[config.mk]
export PLATFORM = sky130hd
export DESIGN_NAME = imu_serial_frame_decoder_flat
export DESIGN_NICKNAME = d
export VERILOG_FILES = /design/src/rtl/isfd_pkg.sv /design/src/rtl/isfd_if.sv /design/src/rtl/isfd_frame_tracker.sv /design/src/rtl/isfd_scaler.sv /design/src/rtl/imu_serial_frame_decoder.sv /design/src/flat_wrapper.sv
export VERILOG_INCLUDE_DIRS = /design/src /design/src/rtl
export SDC_FILE = /design/constraint.sdc
export NUM_CORES = 1
export LEC_CHECK = 0
export BUFFER_PORTS_ARGS = -buffer_cell sky130_fd_sc_hd__buf_4
export CORE_AREA = 5 5 261 263
export DETAILED_ROUTE_END_ITERATION = 8
export DIE_AREA = 0 0 266 268
export SYNTH_ARGS = -nofsm -noshare
export SYNTH_HDL_FRONTEND = slang
export SYNTH_SLANG_ARGS = --single-unit
[constraint.sdc]
create_clock -name clk -period 8.25 [get_ports clk]
set_input_delay 1.65 -clock clk [delete_from_list [all_inputs] [get_ports clk]]
set_output_delay 1.65 -clock clk [all_outputs]
set_load 0.05 [all_outputs]
[src/rtl/imu_serial_frame_decoder_assert.svh]
// Assertion macros used by the decoder's frame tracker.
`ifndef IMU_SERIAL_FRAME_DECODER_ASSERT_SVH
`define IMU_SERIAL_FRAME_DECODER_ASSERT_SVH

// Plain implication property, clocked on clk, off during reset.
`define ISFD_ASSERT_IMP(lbl, ante, cons, msg) \
    lbl: assert property (@(posedge clk) disable iff (!rst_n) (ante) |-> (cons)) \
        else $error(msg);

// Next-cycle implication property.
`define ISFD_ASSERT_NEXT(lbl, ante, cons, msg) \
    lbl: assert property (@(posedge clk) disable iff (!rst_n) (ante) |=> (cons)) \
        else $error(msg);

`endif

[src/rtl/isfd_pkg.sv]
// Shared types, codes and constants of the IMU serial frame decoder.
`timescale 1ns / 1ps
`default_nettype none

package isfd_pkg;

    localparam int FRAME_LEN  = 11;
    localparam int BYTE_W     = 8;
    localparam int RAW_W      = 16;
    localparam int VALUE_W    = 21;
    localparam int CFG_IDX_W  = 2;
    localparam int CFG_DATA_W = 16;
    localparam int DATA_STORE = 5;

    localparam logic [BYTE_W-1:0] HDR_BYTE        = 8'h55;
    localparam logic [BYTE_W-1:0] TYPE_ACCEL_BYTE = 8'h51;
    localparam logic [BYTE_W-1:0] TYPE_ANGLE_BYTE = 8'h53;

    localparam logic [3:0] POS_HUNT       = 4'd0;
    localparam logic [3:0] POS_TYPE       = 4'd1;
    localparam logic [3:0] POS_FIRST_DATA = 4'd2;
    localparam logic [3:0] POS_LAST_DATA  = 4'd7;
    localparam logic [3:0] POS_FIRST_SKIP = 4'd8;

    localparam logic signed [21:0] ANGLE_BIAS = 22'sd23040;

    typedef enum logic [1:0] {
        KIND_ACCEL = 2'd0,
        KIND_GYRO  = 2'd1,
        KIND_ANGLE = 2'd2
    } kind_t;

    typedef enum logic [1:0] {
        PH_HUNT,
        PH_TYPE,
        PH_DATA,
        PH_SKIP
    } phase_t;

    typedef enum logic [CFG_IDX_W-1:0] {
        CFG_GYRO_OFFSET_X = 2'd0,
        CFG_GYRO_OFFSET_Y = 2'd1,
        CFG_GYRO_OFFSET_Z = 2'd2
    } cfg_index_t;

    typedef struct packed {
        kind_t                   kind;
        logic signed [RAW_W-1:0] raw_x;
        logic signed [RAW_W-1:0] raw_y;
        logic signed [RAW_W-1:0] raw_z;
    } raw_item_t;

    typedef struct packed {
        logic signed [CFG_DATA_W-1:0] x;
        logic signed [CFG_DATA_W-1:0] y;
        logic signed [CFG_DATA_W-1:0] z;
    } gyro_offset_t;

endpackage

`default_nettype wire

[src/rtl/isfd_if.sv]
// Valid/ready channel interfaces: byte input, result output, config write.
`timescale 1ns / 1ps
`default_nettype none

interface isfd_byte_if import isfd_pkg::*; ();
    logic              valid;
    logic              ready;
    logic [BYTE_W-1:0] rx_byte;

    modport source (output valid, output rx_byte, input ready);
    modport sink   (input valid, input rx_byte, output ready);
endinterface

interface isfd_result_if import isfd_pkg::*; ();
    logic                      valid;
    logic                      ready;
    logic [1:0]                kind;
    logic signed [VALUE_W-1:0] value_x;
    logic signed [VALUE_W-1:0] value_y;
    logic signed [VALUE_W-1:0] value_z;

    modport source (output valid, output kind, output value_x, output value_y,
                    output value_z, input ready);
    modport sink   (input valid, input kind, input value_x, input value_y,
                    input value_z, output ready);
endinterface

interface isfd_cfg_if import isfd_pkg::*; ();
    logic                  valid;
    logic                  ready;
    logic [CFG_IDX_W-1:0]  index;
    logic [CFG_DATA_W-1:0] data;

    modport source (output valid, output index, output data, input ready);
    modport sink   (input valid, input index, input data, output ready);
endinterface

`default_nettype wire

[src/rtl/isfd_frame_tracker.sv]
// Frame sync state machine and raw sample register.
`timescale 1ns / 1ps
`default_nettype none

module isfd_frame_tracker
    import isfd_pkg::*;
(
    input  wire logic       clk,
    input  wire logic       rst_n,
    isfd_byte_if.sink       bytes,
    output logic            raw_valid,
    output raw_item_t       raw_item,
    input  wire logic       raw_ready
);

    `include "imu_serial_frame_decoder_assert.svh"

    phase_t              state_reg, state_next;
    logic [3:0]          pos_reg, pos_next;
    kind_t               type_reg, type_next;
    logic                raw_valid_reg, raw_valid_next;
    raw_item_t           raw_reg, raw_next;
    logic [BYTE_W-1:0]   data_reg [DATA_STORE];

    logic                accept;
    logic                data_we;
    logic                raw_fire;
    logic [2:0]          data_idx;
    logic                type_ok;
    logic [4:0]          pos_inc;

    assign bytes.ready = !raw_valid_reg || raw_ready;
    assign accept      = bytes.valid && bytes.ready;
    assign type_ok     = (bytes.rx_byte >= TYPE_ACCEL_BYTE)
                      && (bytes.rx_byte <= TYPE_ANGLE_BYTE);
    assign pos_inc     = {1'b0, pos_reg} + 5'd1;
    assign data_idx    = 3'(pos_reg - POS_FIRST_DATA);

    // next state
    always_comb
    begin
        state_next = state_reg;
        pos_next   = pos_reg;
        type_next  = type_reg;
        if (accept)
        begin
            unique case (state_reg)
                PH_HUNT:
                begin
                    if (bytes.rx_byte == HDR_BYTE)
                    begin
                        state_next = PH_TYPE;
                        pos_next   = POS_TYPE;
                    end
                end
                PH_TYPE:
                begin
                    priority if (type_ok)
                    begin
                        state_next = PH_DATA;
                        pos_next   = POS_FIRST_DATA;
                        type_next  = kind_t'(2'(bytes.rx_byte - TYPE_ACCEL_BYTE));
                    end
                    else if (bytes.rx_byte != HDR_BYTE)
                    begin
                        state_next = PH_HUNT;
                        pos_next   = POS_HUNT;
                    end
                    else
                    begin
                        // another header: the next byte is the type byte again
                        state_next = PH_TYPE;
                        pos_next   = POS_TYPE;
                    end
                end
                PH_DATA:
                begin
                    if (pos_reg == POS_LAST_DATA)
                    begin
                        if (FRAME_LEN > 8)
                        begin
                            state_next = PH_SKIP;
                            pos_next   = POS_FIRST_SKIP;
                        end
                        else
                        begin
                            state_next = PH_HUNT;
                            pos_next   = POS_HUNT;
                        end
                    end
                    else
                    begin
                        pos_next = pos_inc[3:0];
                    end
                end
                PH_SKIP:
                begin
                    if (pos_inc >= 5'(FRAME_LEN))
                    begin
                        state_next = PH_HUNT;
                        pos_next   = POS_HUNT;
                    end
                    else
                    begin
                        pos_next = pos_inc[3:0];
                    end
                end
                default:
                begin
                    state_next = PH_HUNT;
                    pos_next   = POS_HUNT;
                end
            endcase
        end
    end

    // outputs
    always_comb
    begin
        data_we  = accept && (state_reg == PH_DATA) && (pos_reg != POS_LAST_DATA);
        raw_fire = accept && (state_reg == PH_DATA) && (pos_reg == POS_LAST_DATA);
    end

    // raw sample stage; last data byte comes straight from the input
    always_comb
    begin
        raw_next       = raw_reg;
        raw_valid_next = raw_valid_reg;
        if (raw_fire)
        begin
            raw_next.kind  = type_reg;
            raw_next.raw_x = {data_reg[1], data_reg[0]};
            raw_next.raw_y = {data_reg[3], data_reg[2]};
            raw_next.raw_z = {bytes.rx_byte, data_reg[4]};
            raw_valid_next = 1'b1;
        end
        else if (raw_ready)
        begin
            raw_valid_next = 1'b0;
        end
    end

    always_ff @(posedge clk or negedge rst_n)
    begin
        if (!rst_n)
        begin
            state_reg     <= PH_HUNT;
            pos_reg       <= POS_HUNT;
            type_reg      <= KIND_ACCEL;
            raw_valid_reg <= 1'b0;
        end
        else
        begin
            state_reg     <= state_next;
            pos_reg       <= pos_next;
            type_reg      <= type_next;
            raw_valid_reg <= raw_valid_next;
        end
    end

    always_ff @(posedge clk)
    begin
        raw_reg <= raw_next;
        if (data_we)
        begin
            data_reg[data_idx] <= bytes.rx_byte;
        end
    end

    assign raw_valid = raw_valid_reg;
    assign raw_item  = raw_reg;

    `ISFD_ASSERT_IMP(a_hunt_pos, state_reg == PH_HUNT, pos_reg == POS_HUNT,
                     "hunt state with nonzero position")
    `ISFD_ASSERT_IMP(a_data_pos, state_reg == PH_DATA,
                     pos_reg >= POS_FIRST_DATA && pos_reg <= POS_LAST_DATA,
                     "data state position out of range")
    `ISFD_ASSERT_NEXT(a_raw_hold, raw_valid_reg && !raw_ready,
                      raw_valid_reg && $stable(raw_reg),
                      "raw sample lost while stalled")
    `ISFD_ASSERT_NEXT(a_fire_loads, raw_fire, raw_valid_reg,
                      "sixth data byte did not load the raw stage")

endmodule

`default_nettype wire

[src/rtl/isfd_scaler.sv]
// Q8 scaling of raw samples into the result register.
`timescale 1ns / 1ps
`default_nettype none

module isfd_scaler
    import isfd_pkg::*;
(
    input  wire logic         clk,
    input  wire logic         rst_n,
    input  wire logic         raw_valid,
    input  raw_item_t         raw_item,
    output logic              raw_ready,
    input  gyro_offset_t      offsets,
    isfd_result_if.source     res
);

    logic                      out_valid_reg, out_valid_next;
    logic [1:0]                kind_reg;
    logic signed [VALUE_W-1:0] x_reg, y_reg, z_reg;
    logic                      take;

    // floor division by powers of two is an arithmetic shift
    function automatic logic signed [VALUE_W-1:0] scale_axis(
        input kind_t                        k,
        input logic signed [RAW_W-1:0]      r,
        input logic signed [CFG_DATA_W-1:0] off
    );
        logic signed [23:0] r_ext;
        logic signed [23:0] neg;
        logic signed [23:0] prod;
        logic signed [21:0] acc;
        r_ext = 24'(r);
        neg   = -r_ext;
        prod  = '0;
        unique case (k)
            KIND_ACCEL: acc = 22'(r_ext >>> 3);
            KIND_GYRO:
            begin
                prod = neg * 24'sd125;
                acc  = 22'(prod >>> 3) - 22'(off);
            end
            KIND_ANGLE:
            begin
                prod = neg * 24'sd45;
                acc  = 22'(prod >>> 5) + ANGLE_BIAS;
            end
            default: acc = '0;
        endcase
        return acc[VALUE_W-1:0];
    endfunction

    assign raw_ready = !out_valid_reg || res.ready;
    assign take      = raw_valid && raw_ready;

    always_comb
    begin
        out_valid_next = out_valid_reg;
        if (take)
        begin
            out_valid_next = 1'b1;
        end
        else if (res.ready)
        begin
            out_valid_next = 1'b0;
        end
    end

    always_ff @(posedge clk or negedge rst_n)
    begin
        if (!rst_n)
        begin
            out_valid_reg <= 1'b0;
        end
        else
        begin
            out_valid_reg <= out_valid_next;
        end
    end

    always_ff @(posedge clk)
    begin
        if (take)
        begin
            kind_reg <= raw_item.kind;
            x_reg    <= scale_axis(raw_item.kind, raw_item.raw_x, offsets.x);
            y_reg    <= scale_axis(raw_item.kind, raw_item.raw_y, offsets.y);
            z_reg    <= scale_axis(raw_item.kind, raw_item.raw_z, offsets.z);
        end
    end

    assign res.valid   = out_valid_reg;
    assign res.kind    = kind_reg;
    assign res.value_x = x_reg;
    assign res.value_y = y_reg;
    assign res.value_z = z_reg;

endmodule

`default_nettype wire

[src/rtl/imu_serial_frame_decoder.sv]
// Top level of the IMU serial frame decoder.
`timescale 1ns / 1ps
`default_nettype none

// Decodes an IMU serial byte stream, one byte per beat on the bytes channel,
// and sends one Q8 result beat (kind, value_x/y/z) per accel, gyro or angle
// frame on the results channel. The tracker hunts for header 0x55 and a type
// byte of 0x51..0x53, gathers six little-endian data bytes, then skips the
// rest of the FRAME_LEN byte frame; no checksum is checked, and 0x55 is only
// looked for while hunting or in the type slot. Rate: one byte per cycle
// while the byte channel is not stalled. The sixth data byte takes a frame
// into the raw sample register; it is then scaled into the result register.
// The byte channel stalls only when both registers hold beats the result sink
// has not taken. Gyro offsets are written on the cfg channel (index 0..2 for
// X, Y, Z; index 3 is ignored), which is always ready; write them only while
// the block is idle. All offsets reset to zero.
module imu_serial_frame_decoder
    import isfd_pkg::*;
(
    input  wire logic     clk,
    input  wire logic     rst_n,
    isfd_byte_if.sink     bytes,
    isfd_result_if.source results,
    isfd_cfg_if.sink      cfg
);

    gyro_offset_t offsets_reg;
    logic         raw_valid;
    raw_item_t    raw_item;
    logic         raw_ready;

    // config write port, single beat per write
    assign cfg.ready = 1'b1;

    always_ff @(posedge clk or negedge rst_n)
    begin
        if (!rst_n)
        begin
            offsets_reg <= '0;
        end
        else if (cfg.valid && cfg.ready)
        begin
            unique case (cfg.index)
                CFG_GYRO_OFFSET_X: offsets_reg.x <= signed'(cfg.data);
                CFG_GYRO_OFFSET_Y: offsets_reg.y <= signed'(cfg.data);
                CFG_GYRO_OFFSET_Z: offsets_reg.z <= signed'(cfg.data);
                default:           offsets_reg   <= offsets_reg;
            endcase
        end
    end

    // frame sync and raw capture
    isfd_frame_tracker u_tracker (
        .clk       (clk),
        .rst_n     (rst_n),
        .bytes     (bytes),
        .raw_valid (raw_valid),
        .raw_item  (raw_item),
        .raw_ready (raw_ready)
    );

    // scaling and result register
    isfd_scaler u_scaler (
        .clk       (clk),
        .rst_n     (rst_n),
        .raw_valid (raw_valid),
        .raw_item  (raw_item),
        .raw_ready (raw_ready),
        .offsets   (offsets_reg),
        .res       (results)
    );

endmodule

`default_nettype wire

[src/flat_wrapper.sv]
// flat-port wrapper written by rule: the top's interface ports become plain ports
module imu_serial_frame_decoder_flat import isfd_pkg::*;
  (clk, rst_n, bytes_valid, bytes_rx_byte, bytes_ready, results_valid, results_kind, results_value_x, results_value_y, results_value_z, results_ready, cfg_valid, cfg_index, cfg_data, cfg_ready);
  isfd_byte_if bytes_i ();
  isfd_result_if results_i ();
  isfd_cfg_if cfg_i ();
  input  wire logic clk;
  input  wire logic rst_n;
  input wire logic [$bits(bytes_i.valid)-1:0] bytes_valid;
  input wire logic [$bits(bytes_i.rx_byte)-1:0] bytes_rx_byte;
  output wire logic [$bits(bytes_i.ready)-1:0] bytes_ready;
  output wire logic [$bits(results_i.valid)-1:0] results_valid;
  output wire logic [$bits(results_i.kind)-1:0] results_kind;
  output wire logic [$bits(results_i.value_x)-1:0] results_value_x;
  output wire logic [$bits(results_i.value_y)-1:0] results_value_y;
  output wire logic [$bits(results_i.value_z)-1:0] results_value_z;
  input wire logic [$bits(results_i.ready)-1:0] results_ready;
  input wire logic [$bits(cfg_i.valid)-1:0] cfg_valid;
  input wire logic [$bits(cfg_i.index)-1:0] cfg_index;
  input wire logic [$bits(cfg_i.data)-1:0] cfg_data;
  output wire logic [$bits(cfg_i.ready)-1:0] cfg_ready;
  assign bytes_i.valid = bytes_valid;
  assign bytes_i.rx_byte = bytes_rx_byte;
  assign bytes_ready = bytes_i.ready;
  assign results_valid = results_i.valid;
  assign results_kind = results_i.kind;
  assign results_value_x = results_i.value_x;
  assign results_value_y = results_i.value_y;
  assign results_value_z = results_i.value_z;
  assign results_i.ready = results_ready;
  assign cfg_i.valid = cfg_valid;
  assign cfg_i.index = cfg_index;
  assign cfg_i.data = cfg_data;
  assign cfg_ready = cfg_i.ready;
  imu_serial_frame_decoder u_core (.clk(clk), .rst_n(rst_n), .bytes(bytes_i), .results(results_i), .cfg(cfg_i));
endmodule
==> reports/results.tsv, run 1 <==
metric	value	unit
status	finished clean	
core area	65390	um2
Sw Pwr	914.8	uW
routed wire length per instance	17.62	um
initial antenna violation count	3	
CTS clk-pin slew, worst paths	60	ps
Final Skew	28.03	ps
switching share of total power	30.03	%
Tmin final	7916	ps
nets	3931	
worst rel slew slack	21.69	%
WS Path Type	flip-flop to flip-flop	
worst slew pin tran	1169	ps
fin. max-slew vios	0	
internal power	2.131	mW
top_reg_cell synth	edfxtp_1	
placer congestion estimate	0.9182	
largest net degree at the start of global routing	72	
worst hold stages	0	
Worst-Skew Late Latency	580	ps
critical-path maximum fanout	8	
DRC	0	
ys async rst share	27.23	%
P per Cell Area	94.39	nW/um2
Static Leak	15.62	nW
Hold-fix buffers, CTS	0	
Layout area overhead	10.91	%
Hold WC Path Type	flip-flop to flip-flop	
final setup vio count	0	
MaxCap Viol Count	0	
f_max	0.1263	GHz
worst vdd ir	0.0001597	V
antenna cells	0	
die height	268	um
metal2 WL	33.95	mm
first-pass GRT wire length	117.0	mm
final wirelength	72.03	mm
total CTS buffers	28	
post-route design area	32270	um2
number of global-route vias before repair	22505	
M1 wire length	31.80	mm
Critical Path AT	8190	ps
routed vias/inst	5.240	
clock share of power	39.3	%
hpwl dp	59.45	mm
Syn Area/Cell	9.472	um2
final-report hold violation count	0	
top cell type by total area after synthesis	fa_1	
vias	21425	
CTS sink count	213	
#FFs+latches synth	213	
hold slack	418.6	ps
Syn Nets	3800	
post-synthesis sequential area ratio	20.98	%
Comb pwr share	20.2	%
H-tree Lvls	1	
Pre-antenna DRT Iters	5	
Mapped Area	29100	um2
number of synthesized flops with an enable pin	155	
most frequent cell after synthesis	inv_1	
deepest clock path buffer count	3	
Area contributors post-synth	fa_1 (21%), ha_1 (17%), edfxtp_1 (16%)	
Port Buffers	97	
TritonCTS clock tree	yes	
GRT Total Usage	20.37	%
I/O Pins	99	
share of cells above drive strength 1	9.457	%
Die Wd	266	um
Critical Path RT	8530	ps
gr ovfl total	0	
top cells by count, synth	inv_1 (783), ha_1 (385), fa_1 (312)	
CP Capture Type	flip-flop	
Met3 Routed Length	4.104	mm
die area	71290	um2
CP startpoint kind	flip-flop	
Root Driver	clkbuf_16	
Tcrit/Tclk final	95.95	%
placed cell areas	31020	um2
register share of total power	40.5	%
first-iteration detailed-routing DRC count	1358	
Largest register FFs	50	
synth warn	0	
antenna viol nets, final	0	
row count	94	
Synth Instances	3072	
Initial Utilization	44.50	%
reg2reg path depth	26	
uppermost routed layer	met5	
share of the synthesized area in the top cell type	21.47	%
Cell variety after synth	86	
[power by group through the flow]
stage,clock network [mW],registers (mW),logic [mW]
detailed placement,0,1.25,0.605
CTS,1.23,1.23,0.611
finish,1.20,1.23,0.615
global placement,0,1.25,0.591
floorplan,0,1.24,0.445
global route,1.28,1.24,0.686
[final cells by class]
| type | count | area (um2) |
|---|---|---|
| Clock buffer | 29 | 704.4 |
| Fill cell | 6180 | 33120 |
| Multi-Input combinational cell | 2032 | 20150 |
| Tap cell | 864 | 1081 |
| Sequential cell | 213 | 6106 |
| Clock inverter | 23 | 198.9 |
| Inverter | 783 | 2939 |
| Timing Repair Buffer | 145 | 1089 |
[cell usage in the layout, fill, tap and decap left out, types with 11 or more instances in the layout]
| master | n |
|---|---|
| clkbuf_16 | 28 |
| xnor2_1 | 167 |
| inv_1 | 782 |
| mux2_2 | 33 |
| o21ai_0 | 109 |
| o21a_1 | 31 |
| nand3_1 | 39 |
| buf_4 | 145 |
| nor2b_1 | 38 |
| o22ai_1 | 41 |
| nand2b_1 | 25 |
| dfrtp_1 | 58 |
| o211ai_1 | 12 |
| a21o_1 | 42 |
| nand3b_1 | 11 |
| or3_1 | 18 |
| and2_1 | 11 |
| nor3_1 | 63 |
| nor2_1 | 120 |
| a21oi_1 | 118 |
| and3_1 | 18 |
| fa_1 | 312 |
| nand2_1 | 101 |
| ha_1 | 385 |
| edfxtp_1 | 155 |
| mux2i_1 | 20 |
| xor2_1 | 87 |
| a31oi_1 | 22 |
| a211oi_1 | 14 |
| or2_2 | 15 |
[worst max-delay path, stage by stage, from the launching register on]
cell,delay [ps]
edfxtp_1,600
nor3_1,290
nand3b_1,240
or3_1,440
xor2_2,310
inv_1,110
fa_1,540
inv_1,50
fa_1,480
fa_1,560
inv_1,60
fa_1,530
inv_1,40
ha_1,380
and3_1,190
a221oi_2,460
o211ai_1,220
a21oi_1,210
ha_1,330
a21oi_1,270
nand4b_1,230
nand2_1,130
o211ai_1,150
a2111o_1,390
o211ai_1,120
xor2_1,150
o21ai_0,100
[what timing repair did]
action | 4_1_cts | 5_1_grt
gates resized for setup | 2 | 48
setup endpoints to repair | 2 | 17
buffers inserted | 0 | 10
pin swaps | 0 | 2
[final timing paths]
path	start	end	slack (ps)
max	u_core.u_tracker.raw_item[22]$_DFFE_PP_	u_core.u_scaler.res.value_y[20]$_DFFE_PP_	330
min	u_core.u_tracker.data_reg[2][7]$_DFFE_PP_	u_core.u_tracker.raw_item[23]$_DFFE_PP_	420
max reg2reg	u_core.u_tracker.raw_item[22]$_DFFE_PP_	u_core.u_scaler.res.value_y[20]$_DFFE_PP_	330
min reg2reg	u_core.u_tracker.data_reg[2][7]$_DFFE_PP_	u_core.u_tracker.raw_item[23]$_DFFE_PP_	420
max in group asynchronous	rst_n	u_core.offsets_reg[2]$_DFFE_PN0P_	6570
min in group asynchronous	rst_n	u_core.offsets_reg[47]$_DFFE_PN0P_	1110
[metrics by stage]
| stage | utilization (%) | setup slack, ps | instances | total power, mW | TNS, ps |
|---|---|---|---|---|---|
| floorplan | - | 529.4 | 3072 | 1.687 | 0 |
| global placement | 47.43 | 115.1 | 4027 | 1.844 | 0 |
| detailed placement | 47.43 | -76.40 | 4027 | 1.859 | -76.40 |
| CTS | 48.83 | 34.43 | 4079 | 3.078 | 0 |
| global route | 49.35 | -7.185 | 4089 | 3.203 | -7.185 |
| finish | 49.35 | 334.3 | 4089 | 3.046 | 0 |
[routing by layer]
metal  track usage, %  vias up
li1                 -    10293
met1            27.36    10523
met2            34.55      502
met3            3.150      105
met4            5.746        2
met5                0        -
[kinds of logic after synthesis]
logic type / Yosys count / share of synthesized area [%]
AOI/OAI and AO/OA: 503 / 11.31
xor gates and xnor gates: 271 / 8.183
adders and majority gates: 697 / 38.02
buffers and inverters: 827 / 10.78
DFF: 213 / 20.98
muxes: 53 / 1.965
other: 1 / 0.01289
and+or+nand+nor: 507 / 8.742
Note: power is estimated with default switching activity, not from simulation.
==> inputs of run 2 (changes only) <==
--- a/config.mk
+++ b/config.mk
@@ -7,9 +7,9 @@
 export NUM_CORES = 1
 export LEC_CHECK = 0
 export BUFFER_PORTS_ARGS = -buffer_cell sky130_fd_sc_hd__buf_4
-export CORE_AREA = 5 5 261 263
+export CORE_AREA = 5 5 270 272
 export DETAILED_ROUTE_END_ITERATION = 8
-export DIE_AREA = 0 0 266 268
+export DIE_AREA = 0 0 275 277
 export SYNTH_ARGS = -nofsm -noshare
 export SYNTH_HDL_FRONTEND = slang
 export SYNTH_SLANG_ARGS = --single-unit
==> reports/results.tsv, run 2 (synthesis gave the netlist of run 1 again) <==
metric	value	unit	change
Port Buffers	97		unchanged
crit-path most repeated cell	ha_1		
initial antenna violation count	2		was 3
Die Wd	275	um	was 266 um
hpwl dp	57.59	mm	was 59.45 mm
Worst-Skew Late Latency	570	ps	was 580 ps
CP startpoint kind	flip-flop		unchanged
routed vias/inst	5.016		was 5.240
CTS clk-pin slew, worst paths	60	ps	about the same
die height	277	um	was 268 um
CP Launch Point	u_core.u_tracker.raw_item[16]$_DFFE_PP_		was u_core.u_tracker.raw_item[22]$_DFFE_PP_
Static Leak	15.61	nW	was 15.62 nW
largest net degree at the start of global routing	72		unchanged
Tmin final	7867	ps	was 7916 ps
vias	20937		was 21425
final core utilization	45.81	%	was 49.35%
commonest non-fill, non-tap cell in the layout	inv_1		unchanged
worst r2r src	u_core.u_tracker.raw_item[16]$_DFFE_PP_		was u_core.u_tracker.raw_item[22]$_DFFE_PP_
total CTS buffers	28		unchanged
row count	98		was 94
Initial Utilization	41.27	%	was 44.50%
worst hold start	u_core.u_tracker.data_reg[1][0]$_DFFE_PP_		was u_core.u_tracker.data_reg[2][7]$_DFFE_PP_
GRT Total Usage	18.53	%	was 20.37%
f_max	0.1271	GHz	was 0.1263 GHz
antenna cells	0		unchanged
hold slack	412.7	ps	was 418.6 ps
worst slew pin tran	1087	ps	was 1169 ps
CP Capture Type	flip-flop		unchanged
nets	3930		was 3931
Critical Path RT	8520	ps	was 8530 ps
Worst path max stage delay	550	ps	was 600 ps
placed cell areas	31180	um2	was 31020 um2
I/O Pins	99		unchanged
status	finished clean		unchanged
Largest register FFs	50		unchanged
Worst path slowest cell	fa_1		was edfxtp_1
worst vdd ir	0.0001677	V	was 0.0001597 V
total power	3.146	mW	was 3.046 mW
post-route design area	32300	um2	was 32270 um2
Tcrit/Tclk final	95.35	%	was 95.95%
fin. max-slew vios	0		unchanged
share of cells above drive strength 1	8.592	%	was 9.457%
Root Driver	clkbuf_16		unchanged
final wirelength	69.97	mm	was 72.03 mm
core area	70510	um2	was 65390 um2
gr ovfl total	0		unchanged
number of global-route vias before repair	20998		was 22505
dpl ws	-11.20	ps	was -76.40 ps
placer congestion estimate	0.8829		was 0.9182
highest-count cells in the layout ignoring fill and taps	inv_1 (783), ha_1 (385), fa_1 (312), xnor2_1 (173), edfxtp_1 (155)		was inv_1 (782), ha_1 (385), fa_1 (312), xnor2_1 (167), edfxtp_1 (155)
WS Path Type	flip-flop to flip-flop		unchanged
first-pass GRT wire length	113.0	mm	was 117.0 mm
routed wire length per instance	16.76	um	was 17.62 um
antenna viol nets, final	0		unchanged
critical-path maximum fanout	8		unchanged
Critical Path AT	8140	ps	was 8190 ps
Hold-fix buffers, CTS	0		unchanged
DRC	0		unchanged
final-report hold violation count	0		unchanged
worst rel slew slack	27.29	%	was 21.69%
fin worst setup slack	383.3	ps	was 334.3 ps
deepest clock path buffer count	3		unchanged
die area	76180	um2	was 71290 um2
final setup vio count	0		unchanged
CTS sink count	213		unchanged
Pre-antenna DRT Iters	5		unchanged
TritonCTS clock tree	yes		unchanged
H-tree Lvls	1		unchanged
MaxCap Viol Count	0		unchanged
Final Skew	22.05	ps	was 28.03 ps
P per Cell Area	97.39	nW/um2	was 94.39 nW/um2
Hold WC Path Type	flip-flop to flip-flop		unchanged
Layout area overhead	11.01	%	was 10.91%
first-iteration detailed-routing DRC count	1204		was 1358
[run 2: changes by cell type in the layout (fill, tap and decap cells not counted), sizes merged]
| cell | before | now |
|---|---|---|
| clkinvlp | 3 | 0 |
| clkinv | 12 | 7 |
| bufinv | 1 | 2 |
| buf | 145 | 144 |
| clkbuf | 29 | 39 |
| inv | 790 | 787 |
[run 2: power breakdown]
group | internal [mW] | total [mW] | switching (mW) | leakage (nW)
registers | 1.20 | 1.23 | 0.0339 | 2.11
logic | 0.262 | 0.605 | 0.343 | 13.0
clock network | 0.793 | 1.31 | 0.515 | 0.495
total | 2.25 | 3.15 | 0.892 | 15.6
[run 2: routing by layer]
metal  GRT usage, %  vias to the layer above  share of wire (%)
li1               -                    10300                  -
met1          27.00                    10171                 47
met2          29.91                      397                 46
met3          2.530                       69                5.1
met4          3.243                        0                1.8
met5              0                        -                  0
[run 2: path summary, 6_finish.rpt]
path | to | slack, ps | depth (start not counted)
worst max-delay path | u_core.u_scaler.res.value_y[20]$_DFFE_PP_ | 380 | 28
worst min-delay path | u_core.u_tracker.raw_item[40]$_DFFE_PP_ | 410 | 0
worst max register to register | u_core.u_scaler.res.value_y[20]$_DFFE_PP_ | 380 | 28
worst min register to register | u_core.u_tracker.raw_item[40]$_DFFE_PP_ | 410 | 0
max in group asynchronous | u_core.offsets_reg[31]$_DFFE_PN0P_ | 6550 | 1
min in group asynchronous | u_core.u_tracker.raw_valid$_DFFE_PN0P_ | 1140 | 1
[run 2: worst max-delay path, delay by kind of cell, from the launching register on]
kind / cells / cell delay, ps
xor gates and xnor gates: 4 / 740
and+or+nand+nor: 4 / 1140
AOI/OAI and AO/OA: 9 / 1980
DFF: 1 / 540
buffers and inverters: 4 / 430
adders and majority gates: 7 / 2710
[run 2: layout make-up]
type	instances	area, um2
fill	6881	38210
multi-input combinational	2032	19990
tap	950	1189
sequential	213	6106
inverter	783	2939
timing repair buffer	144	1081
clock buffer	39	857.1
clock inverter	13	142.6
[run 2: per-stage QoR]
step                      TNS, ps  cells
after floorplan                 0   3072
after global placement          0   4121
after detailed placement   -11.20   4121
after CTS                       0   4173
after global routing       -51.92   4174
final                           0   4174
[run 2: timing repair]
action                     4_1_cts  5_1_grt
resized for setup                1       18
pin swaps                        0        0
gates cloned                     0        0
hold endpoints to repair         0        0
buffers inserted                 0        1
setup endpoints to repair        1       10
